==> src/sv/bmsa_pkg.sv <==
// ----------------------------------------------------------------------------
// Block map sector allocator package
// Shared widths, codes and types for the allocator, its map memory and its
// track evaluation unit.
// ----------------------------------------------------------------------------
package bmsa_pkg;

    localparam int NUM_TRACKS   = 35;
    localparam int SCAN_SECTORS = 21;

    localparam int TRACK_W  = 6;
    localparam int SECTOR_W = 5;
    localparam int COUNT_W  = 8;
    localparam int BITMAP_W = 24;
    localparam int TOTAL_W  = 14;
    localparam int TRK_AW   = $clog2(NUM_TRACKS);

    localparam int IN_DATA_W  = 48;
    localparam int OUT_DATA_W = 64;
    localparam int OUT_USED_W = 2 + TRACK_W + SECTOR_W + COUNT_W + BITMAP_W + TOTAL_W;

    localparam logic [TRACK_W-1:0] DEFAULT_HINT = TRACK_W'(17);
    localparam logic [TRACK_W-1:0] DIR_TRACK    = TRACK_W'(18);
    localparam logic [TRACK_W-1:0] UPPER_START  = TRACK_W'(19);
    localparam logic [TRACK_W-1:0] LAST_TRACK   = TRACK_W'(NUM_TRACKS);
    localparam logic [TRACK_W-1:0] FIRST_TRACK  = TRACK_W'(1);

    localparam logic [TOTAL_W-1:0] TOTAL_MAX = TOTAL_W'((NUM_TRACKS - 1) * 255);

    // Highest disk mode in which allocation with fallback is allowed.
    localparam logic [1:0] MODE_ALLOC_MAX = 2'd1;

    typedef enum logic [2:0] {
        OP_LOAD     = 3'd0,
        OP_READ     = 3'd1,
        OP_ALLOC    = 3'd2,
        OP_ALLOC_ON = 3'd3,
        OP_FREE     = 3'd4
    } op_t;

    typedef enum logic [1:0] {
        STAT_OK           = 2'd0,
        STAT_NO_FREE      = 2'd1,
        STAT_ALREADY_FREE = 2'd2,
        STAT_RANGE        = 2'd3
    } status_t;

    typedef enum logic [1:0] {
        K_READ = 2'd0,
        K_LOAD = 2'd1,
        K_TAKE = 2'd2,
        K_FREE = 2'd3
    } kind_t;

    typedef enum logic [1:0] {
        ST_IDLE = 2'd0,
        ST_RD   = 2'd1,
        ST_EV   = 2'd2,
        ST_OUT  = 2'd3
    } state_t;

    typedef enum logic [1:0] {
        PH_HINT   = 2'd0,
        PH_DOWN   = 2'd1,
        PH_UP     = 2'd2,
        PH_REPORT = 2'd3
    } phase_t;

    typedef struct packed {
        logic [COUNT_W-1:0]  count;
        logic [BITMAP_W-1:0] bitmap;
    } entry_t;

    typedef struct packed {
        logic                wr_en;
        logic                taken;
        status_t             status;
        logic [SECTOR_W-1:0] sector;
        entry_t              entry;
    } eval_res_t;

endpackage

==> src/sv/bmsa_mem.sv <==
// ----------------------------------------------------------------------------
// Block map memory
// One entry per track, one write and one registered read port. Per-entry
// valid bits make a never written entry read as zero after reset.
// ----------------------------------------------------------------------------
module bmsa_mem
    import bmsa_pkg::*;
(
    input  logic              aclk,
    input  logic              aresetn,
    input  logic              wr_en,
    input  logic [TRK_AW-1:0] wr_addr,
    input  entry_t            wr_data,
    input  logic              rd_en,
    input  logic [TRK_AW-1:0] rd_addr,
    output entry_t            rd_data
);

    entry_t                  mem [NUM_TRACKS];
    logic [NUM_TRACKS-1:0]   valid_reg;
    entry_t                  rd_data_reg;
    logic                    rd_valid_reg;

    always_ff @(posedge aclk) begin
        if (!aresetn) begin
            valid_reg    <= '0;
            rd_valid_reg <= 1'b0;
        end else begin
            if (wr_en) begin
                valid_reg[wr_addr] <= 1'b1;
            end
            if (rd_en) begin
                rd_valid_reg <= valid_reg[rd_addr];
            end
        end
    end

    always_ff @(posedge aclk) begin
        if (wr_en) begin
            mem[wr_addr] <= wr_data;
        end
        if (rd_en) begin
            rd_data_reg <= mem[rd_addr];
        end
    end

    assign rd_data = rd_valid_reg ? rd_data_reg : '0;

endmodule

==> src/sv/bmsa_eval.sv <==
// ----------------------------------------------------------------------------
// Track evaluation unit
// Applies one operation to one track entry: load, read, take the lowest
// free sector, or free a sector. Shared by every track the search visits.
// ----------------------------------------------------------------------------
module bmsa_eval
    import bmsa_pkg::*;
(
    input  kind_t               kind,
    input  entry_t              old_entry,
    input  entry_t              load_entry,
    input  logic [SECTOR_W-1:0] sector,
    output eval_res_t           res
);

    logic                found;
    logic [SECTOR_W-1:0] low_idx;
    logic [BITMAP_W-1:0] sec_mask;

    // Lowest free sector within the scanned range.
    always_comb begin
        found   = 1'b0;
        low_idx = '0;
        for (int i = SCAN_SECTORS - 1; i >= 0; i--) begin
            if (old_entry.bitmap[i]) begin
                found   = 1'b1;
                low_idx = SECTOR_W'(i);
            end
        end
    end

    always_comb begin
        res        = '0;
        res.status = STAT_OK;
        res.entry  = old_entry;
        sec_mask   = BITMAP_W'(1) << sector;
        case (kind)
            K_LOAD: begin
                res.wr_en = 1'b1;
                res.entry = load_entry;
            end
            K_TAKE: begin
                if (old_entry.count == '0) begin
                    res.status = STAT_NO_FREE;
                end else if (found) begin
                    res.wr_en        = 1'b1;
                    res.taken        = 1'b1;
                    res.sector       = low_idx;
                    res.entry.bitmap = old_entry.bitmap & ~(BITMAP_W'(1) << low_idx);
                    res.entry.count  = old_entry.count - 1'b1;
                end else begin
                    // Count says free but the bitmap disagrees: clear the count.
                    res.wr_en       = 1'b1;
                    res.status      = STAT_NO_FREE;
                    res.entry.count = '0;
                end
            end
            K_FREE: begin
                if (sector >= SECTOR_W'(BITMAP_W)) begin
                    res.status = STAT_RANGE;
                end else if ((old_entry.bitmap & sec_mask) != '0) begin
                    res.status = STAT_ALREADY_FREE;
                end else begin
                    res.wr_en        = 1'b1;
                    res.entry.bitmap = old_entry.bitmap | sec_mask;
                    res.entry.count  = old_entry.count + 1'b1;
                end
            end
            default: begin
                res.entry = old_entry;
            end
        endcase
    end

endmodule

==> src/sv/block_map_sector_allocator_unit.sv <==
// ----------------------------------------------------------------------------
// Block map sector allocator
// Per-track free counts and bitmaps with load, read, allocate and free.
// ----------------------------------------------------------------------------
// One item is handled at a time. Every track the item touches is read from
// the map memory and then evaluated in the shared track unit, which writes
// the entry back in the same cycle. Load, read, free and allocate on one
// track visit one track; an item with a track out of range visits no track.
// Allocation with fallback visits the hint track, then 17 down to 1 and 19
// up to the last track, and when all fail reads the hint track once more
// for the report. The next item can be taken in the cycle after the result
// register is loaded. A result still waiting for m_tready holds the next
// result back in ST_OUT until the waiting result is taken. The total free
// count is kept as a running sum, updated as each entry outside the
// directory track is written back.
// s_tready is high only while no item is in progress; a finished result may
// still wait in the output register while the next item is taken.
// ----------------------------------------------------------------------------
module block_map_sector_allocator_unit
    import bmsa_pkg::*;
(
    input  logic                  aclk,
    input  logic                  aresetn,
    // Configuration: disk_mode
    input  logic                  cfg_wr_en,
    input  logic [1:0]            cfg_wr_data,
    // Input items
    input  logic                  s_tvalid,
    output logic                  s_tready,
    // track[5:0], sector[10:6], load_count[18:11], load_bitmap[42:19], zero pad
    input  logic [IN_DATA_W-1:0]  s_tdata,
    // operation[2:0]
    input  logic [2:0]            s_tuser,
    // Result items
    output logic                  m_tvalid,
    input  logic                  m_tready,
    // status[1:0], result_track[7:2], result_sector[12:8], entry_count[20:13],
    // entry_bitmap[44:21], total_free[58:45], zero pad
    output logic [OUT_DATA_W-1:0] m_tdata
);

    state_t               state_reg, state_next;
    phase_t               phase_reg, phase_next;
    op_t                  op_reg, op_next;
    logic [TRACK_W-1:0]   cur_track_reg, cur_track_next;
    logic [TRACK_W-1:0]   first_track_reg, first_track_next;
    logic [SECTOR_W-1:0]  sector_reg, sector_next;
    entry_t               load_reg, load_next;
    logic [1:0]           disk_mode_reg;
    logic [TOTAL_W-1:0]   total_reg, total_next;

    status_t              res_status_reg, res_status_next;
    logic [TRACK_W-1:0]   res_track_reg, res_track_next;
    logic [SECTOR_W-1:0]  res_sector_reg, res_sector_next;
    entry_t               res_entry_reg, res_entry_next;

    logic                 m_valid_reg, m_valid_next;
    logic [OUT_DATA_W-1:0] m_data_reg, m_data_next;

    logic                 accept;
    logic [TRACK_W-1:0]   in_track;
    logic [TRACK_W-1:0]   in_track_res;
    logic                 in_track_ok;
    op_t                  in_op;

    logic                 mem_wr_en;
    logic                 mem_rd_en;
    logic [TRK_AW-1:0]    mem_addr;
    entry_t               mem_rd_data;

    kind_t                kind;
    logic                 force_no_free;
    eval_res_t            ev;

    assign s_tready = (state_reg == ST_IDLE);
    assign accept   = s_tvalid && s_tready;
    assign m_tvalid = m_valid_reg;
    assign m_tdata  = m_data_reg;

    assign in_op        = op_t'(s_tuser);
    assign in_track     = s_tdata[TRACK_W-1:0];
    assign in_track_res = (in_op == OP_ALLOC && in_track == '0) ? DEFAULT_HINT : in_track;
    assign in_track_ok  = (in_track_res != '0) && (in_track_res <= LAST_TRACK);

    assign mem_addr  = TRK_AW'(cur_track_reg - 1'b1);
    assign mem_rd_en = (state_reg == ST_RD);
    assign mem_wr_en = (state_reg == ST_EV) && ev.wr_en;

    bmsa_mem u_mem (
        .aclk    (aclk),
        .aresetn (aresetn),
        .wr_en   (mem_wr_en),
        .wr_addr (mem_addr),
        .wr_data (ev.entry),
        .rd_en   (mem_rd_en),
        .rd_addr (mem_addr),
        .rd_data (mem_rd_data)
    );

    // Map the operation onto what the shared unit does for this visit.
    always_comb begin
        kind          = K_READ;
        force_no_free = 1'b0;
        if (phase_reg == PH_REPORT) begin
            force_no_free = 1'b1;
        end else begin
            case (op_reg)
                OP_LOAD: kind = K_LOAD;
                OP_ALLOC: begin
                    if (disk_mode_reg > MODE_ALLOC_MAX) begin
                        force_no_free = 1'b1;
                    end else begin
                        kind = K_TAKE;
                    end
                end
                OP_ALLOC_ON: kind = K_TAKE;
                OP_FREE:     kind = K_FREE;
                default:     kind = K_READ;
            endcase
        end
    end

    bmsa_eval u_eval (
        .kind       (kind),
        .old_entry  (mem_rd_data),
        .load_entry (load_reg),
        .sector     (sector_reg),
        .res        (ev)
    );

    always_comb begin
        state_next       = state_reg;
        phase_next       = phase_reg;
        op_next          = op_reg;
        cur_track_next   = cur_track_reg;
        first_track_next = first_track_reg;
        sector_next      = sector_reg;
        load_next        = load_reg;
        total_next       = total_reg;
        res_status_next  = res_status_reg;
        res_track_next   = res_track_reg;
        res_sector_next  = res_sector_reg;
        res_entry_next   = res_entry_reg;
        m_valid_next     = m_valid_reg && !m_tready;
        m_data_next      = m_data_reg;

        case (state_reg)
            ST_IDLE: begin
                if (accept) begin
                    op_next          = in_op;
                    cur_track_next   = in_track_res;
                    first_track_next = in_track_res;
                    sector_next      = s_tdata[10:6];
                    load_next.count  = s_tdata[18:11];
                    load_next.bitmap = s_tdata[42:19];
                    phase_next       = PH_HINT;
                    if (in_track_ok) begin
                        state_next = ST_RD;
                    end else begin
                        res_status_next = STAT_RANGE;
                        res_track_next  = in_track_res;
                        res_sector_next = '0;
                        res_entry_next  = '0;
                        state_next      = ST_OUT;
                    end
                end
            end
            ST_RD: begin
                state_next = ST_EV;
            end
            ST_EV: begin
                if (ev.wr_en && cur_track_reg != DIR_TRACK) begin
                    total_next = total_reg + TOTAL_W'(ev.entry.count)
                                 - TOTAL_W'(mem_rd_data.count);
                end
                if (kind == K_TAKE && op_reg == OP_ALLOC && !ev.taken) begin
                    // Move on in the fallback order; the hint is read again
                    // for the report once every track has failed.
                    state_next = ST_RD;
                    case (phase_reg)
                        PH_HINT: begin
                            phase_next     = PH_DOWN;
                            cur_track_next = DEFAULT_HINT;
                        end
                        PH_DOWN: begin
                            if (cur_track_reg == FIRST_TRACK) begin
                                phase_next     = PH_UP;
                                cur_track_next = UPPER_START;
                            end else begin
                                cur_track_next = cur_track_reg - 1'b1;
                            end
                        end
                        default: begin
                            if (cur_track_reg == LAST_TRACK) begin
                                phase_next     = PH_REPORT;
                                cur_track_next = first_track_reg;
                            end else begin
                                cur_track_next = cur_track_reg + 1'b1;
                            end
                        end
                    endcase
                end else begin
                    res_status_next = force_no_free ? STAT_NO_FREE : ev.status;
                    res_track_next  = cur_track_reg;
                    res_sector_next = ev.sector;
                    res_entry_next  = ev.entry;
                    state_next      = ST_OUT;
                end
            end
            ST_OUT: begin
                if (!m_valid_reg || m_tready) begin
                    m_valid_next = 1'b1;
                    m_data_next  = {(OUT_DATA_W - OUT_USED_W)'(0), total_reg,
                                    res_entry_reg.bitmap, res_entry_reg.count,
                                    res_sector_reg, res_track_reg, res_status_reg};
                    state_next   = ST_IDLE;
                end
            end
            default: begin
                state_next = ST_IDLE;
            end
        endcase
    end

    always_ff @(posedge aclk) begin
        if (!aresetn) begin
            state_reg     <= ST_IDLE;
            phase_reg     <= PH_HINT;
            m_valid_reg   <= 1'b0;
            disk_mode_reg <= '0;
            total_reg     <= '0;
        end else begin
            state_reg   <= state_next;
            phase_reg   <= phase_next;
            m_valid_reg <= m_valid_next;
            total_reg   <= total_next;
            if (cfg_wr_en) begin
                disk_mode_reg <= cfg_wr_data;
            end
        end
    end

    always_ff @(posedge aclk) begin
        op_reg          <= op_next;
        cur_track_reg   <= cur_track_next;
        first_track_reg <= first_track_next;
        sector_reg      <= sector_next;
        load_reg        <= load_next;
        res_status_reg  <= res_status_next;
        res_track_reg   <= res_track_next;
        res_sector_reg  <= res_sector_next;
        res_entry_reg   <= res_entry_next;
        m_data_reg      <= m_data_next;
    end

    // The map is only written while a track is being evaluated.
    a_write_in_eval: assert property (@(posedge aclk) disable iff (!aresetn)
        mem_wr_en |-> state_reg == ST_EV)
        else $error("map written outside the evaluation step");

    // Every memory read addresses an existing track.
    a_read_in_range: assert property (@(posedge aclk) disable iff (!aresetn)
        state_reg == ST_RD |-> (cur_track_reg != '0 && cur_track_reg <= LAST_TRACK))
        else $error("map read at a track out of range");

    // The running total can never exceed the sum of full counts.
    a_total_bound: assert property (@(posedge aclk) disable iff (!aresetn)
        total_reg <= TOTAL_MAX)
        else $error("running free total out of bounds");

    // Changes to the directory track leave the total untouched.
    a_dir_excluded: assert property (@(posedge aclk) disable iff (!aresetn)
        mem_wr_en && cur_track_reg == DIR_TRACK |=> total_reg == $past(total_reg))
        else $error("directory track counted in the free total");

endmodule

==> config.mk <==
export PLATFORM = sky130hd
export DESIGN_NAME = block_map_sector_allocator_unit
export DESIGN_NICKNAME = d
export VERILOG_FILES = /design/src/sv/bmsa_pkg.sv /design/src/sv/bmsa_mem.sv /design/src/sv/bmsa_eval.sv /design/src/sv/block_map_sector_allocator_unit.sv
export SDC_FILE = /design/constraint.sdc
export NUM_CORES = 2
export LEC_CHECK = 0
export BUFFER_PORTS_ARGS = -buffer_cell sky130_fd_sc_hd__buf_2
export CORE_ASPECT_RATIO = 1.5
export CORE_UTILIZATION = 58
export CTS_BUF_LIST = sky130_fd_sc_hd__clkbuf_2
export DETAILED_ROUTE_END_ITERATION = 6
export PLACE_DENSITY = 0.75
export SYNTH_ARGS = -nofsm -noshare
export SYNTH_HDL_FRONTEND = slang
export SYNTH_SLANG_ARGS = --single-unit
==> constraint.sdc <==
create_clock -name aclk -period 6.4 [get_ports aclk]
set_input_delay 0.96 -clock aclk [delete_from_list [all_inputs] [get_ports aclk]]
set_output_delay 0.96 -clock aclk [all_outputs]
set_load 0.03 [all_outputs]
==> summary.md <==
| Metric | Value |
|---|---|
| EDFF count, synth | `1308` |
| Post-CTS setup buffer count | `0` |
| Num CTS Buffers | `299` |
| Floorplan die height | `369 um` |
| Number of global-route vias before repair | `33643` |
| Ys async rst share | `0` |
| Clk buf depth | `4` |
| Register area share after synthesis | `0.774` |
| First-pass GRT wire length | `211000 um` |
| Total Power | `17.3 mW` |
| Slew Limit Fails | `0` |
| Dominant cell by count in the synthesized netlist | `edfxtp_1` |
| Reg-to-Reg Start | `u_mem.rd_valid_reg` |
| Period utilization | `0.893` |
| RSZ-0062 raised after global routing | `no` |
| Fin crit period | `5.71 ns` |
| Count of cell types in the netlist | `81` |
| RePlAce Congestion | `0.912` |
| Crit path capture | `total_reg[13]` |
| Via density | `6.69` |
| Vias | `33390` |
| Area contributors post-synth | `edfxtp_1 (75%), a22oi_1 (8.1%), dfxtp_1 (2.1%)` |
| Synth warnings | `0` |
| CTS tree | `done` |
| Routed wire length | `147000 um` |
| Clk_skew | `0.118 ns` |
| Cell Pwr Density | `298 mW/mm^2` |
| Global route total overflow | `0` |
| Post-Place Cell Area | `0.0549 mm^2` |
| Met3 WL | `15500 um` |
| Yosys top cell area share | `0.753` |
| Worst r2r dst | `total_reg[13]` |
| Total GRT Usage | `0.324` |
| Largest net degree at the start of global routing | `90` |
| Tightest Pin Transition | `1.25 ns` |
| Met2 WL | `74600 um` |
| CTS resizes | `0` |
| Startpoint types | `flop` |
| Fin util | `0.653` |
| DRC | `108` |
| Clock Pin Slew Worst Setup and Hold Paths | `0.12 ns` |
| Final HPWL DP | `87200 um` |
| Fin Setup TNS | `0 ns` |
| Root buffer cell | `clkbuf_2` |
| Core ar. | `about 0.089 mm^2` |
| Wirelength per Cell | `29.5 um` |
| R2R cell count | `18` |
| Share of cells above drive strength 1 | `0.194` |
| Number of max-cap violations | `0` |
| Crit Path Class | `reg -> reg` |
| Status | `finished, violations left` |
| Nets | `3729` |
| Design area | `0.0581 mm^2` |
| Dominant cell type by area after synthesis | `edfxtp_1` |
| R2R setup slack | `between 0.6 and 0.7 ns` |
| FP Rows | `~130` |
| Die area | `0.0912 mm^2` |
| CP Capture Type | `flop` |
| H-tree Lvls | `5` |
| Top FF cell, synth | `edfxtp_1` |
| Hold Path Class | `in -> reg` |
| Worst Path Required | `7.82 ns` |
| P&R area growth vs syn | `11.4%` |
| Max reg flops | `between 1000 and 1500` |
| Max VDD drop | `around 0.13 mV` |
| Number of top-level pins | `124` |
| Die Width | `247 um` |
| Slew HR | `0.166` |
| Arr. time, crit path | `7.13 ns` |
| Antenna violations before repair | `4` |
| Post-Synthesis Cells | `3234` |
| TritonCTS Sinks | `1364` |
| Clk_lat worst skew | `approximately 1.6 ns` |
| Initial DRT Pass Iterations | `7` |
| Highest metal used | `met5` |
| Pleak | `19.3 nW` |
| Crit path from | `u_mem.rd_valid_reg` |
| DRT iter0 DRCs | `4224` |
| Setup violators final | `0` |
| Achievable Freq | `175 MHz` |
| Synthesized area per cell | `16.1 um^2` |
| Mapped Area | `between 0.05 and 0.06 mm^2` |
| Starting Density | `0.586` |
| Synth Register Bits | `~1400` |
| Routed Antenna Nets | `0` |
| Max FO, Critical Path | `16` |
| M1 WL | `48300 um` |
| Final Hold Viols | `0` |
| Port bufs | `~110` |
| Failing checks | `DRC` |
| Most common library cells after synthesis | `edfxtp_1 (1308), a22oi_1 (563), clkbuf_1 (166)` |
| WHS | `about 0.20 ns` |
## critical path, cell delays in order (launching register included)
cell and delay [ns]:
dfxtp_1 0.72, nand2_1 0.32, ha_1 0.28, and2_0 0.23, and2_1 0.33, o21a_1 0.31, a221oi_1 0.34, a21oi_1 0.12
o21ai_1 0.25, fa_1 0.45, inv_1 0.07, ha_1 0.27, a21oi_1 0.31, o21ai_0 0.20, a41oi_1 0.34, a21oi_1 0.19
mux2i_1 0.17, or4_1 0.51, a21oi_1 0.15
## report_power, final
part           total [mW]  internal (mW)  switching, mW
Combinational        2.32          0.699           1.62
Sequential           10.2           10.1          0.101
Clock                4.87           1.75           3.12
Total                17.3           12.5           4.84
## layout make-up
| type | count | area, um^2 |
|---|---|---|
| inverters | 55 | 206 |
| diodes | 4 | 10.0 |
| well taps | 1156 | 1450 |
| clock inverters | 70 | 273 |
| repair buffers | 307 | 2420 |
| multi-input cells | 1615 | 11300 |
| fillers | 6071 | 30900 |
| clock buffers | 423 | 2120 |
| flip-flops and latches | 1364 | 40400 |
## cells by family (layout without fill, tap and decap cells)
group,after synthesis,after routing,share of synthesized area
flip-flops,1364,1364,0.774
AO/OA/AOI/OAI,886,886,0.122
AND/OR/NAND/NOR,616,616,0.0607
buffers and inverters,259,855,0.0195
multiplexers,54,54,0.0105
adder cells (fa/ha/maj),29,29,0.00811
XOR/XNOR,25,25,0.00420
other,1,9,0.0000719
## layout by cell type, fill, tap and decap left out, types with 15 or more instances in the layout
| master | netlist | routed |
|---|---|---|
| a211oi_1 | 36 | 36 |
| a21oi_1 | 91 | 88 |
| a22oi_1 | 563 | 563 |
| and2_1 | 30 | 30 |
| buf_12 | 0 | 15 |
| buf_2 | 11 | 112 |
| buf_4 | 6 | 98 |
| clkbuf_2 | 0 | 423 |
| clkinv_1 | 1 | 59 |
| dfxtp_1 | 56 | 56 |
| dlygate4sd3_1 | 0 | 82 |
| edfxtp_1 | 1308 | 1308 |
| ha_1 | 21 | 20 |
| inv_1 | 54 | 54 |
| mux2i_1 | 50 | 50 |
| nand2_1 | 143 | 143 |
| nand3_1 | 58 | 58 |
| nand4_1 | 141 | 141 |
| nor2_1 | 130 | 86 |
| nor2_4 | 0 | 44 |
| nor3_1 | 24 | 22 |
| o21a_1 | 43 | 43 |
| o21ai_0 | 49 | 46 |
| xnor2_1 | 17 | 16 |
## worst min-delay path by stage
stage,start,end,slack [ns],cells after the start
detailed placement,res_entry_reg[24],m_tdata[13],0.40,0
global route,s_tdata[17],load_reg[30],0.06,2
CTS,s_tdata[10],sector_reg[4],0.0002,2
global placement,res_entry_reg[8],m_tdata[29],0.40,0
floorplan,res_status_reg[0],m_tdata[0],0.40,0
finish,s_tdata[10],sector_reg[4],0.20,2
## metrics by stage
stage | worst slack, ns | instances
5_1_grt | 0.292 | 4993
3_5_place_dp | 0.906 | 4415
2_1_floorplan | 0.426 | 3238
3_3_place_gp | 0.955 | 4415
6_report | 0.687 | 4994
4_1_cts | 0.804 | 4990
## metal layers
metal	vias to the layer above	GRT usage
met5	-	0
met4	4	0.191
met2	2443	0.557
met3	474	0.0780
met1	16397	0.364
li1	14072	-
## what timing repair did
item	in CTS	in global routing
hold endpoints to repair	99	0
setup endpoints to repair	0	0
hold buffers	82	0
No activity file was read; power rests on OpenSTA's default activity.
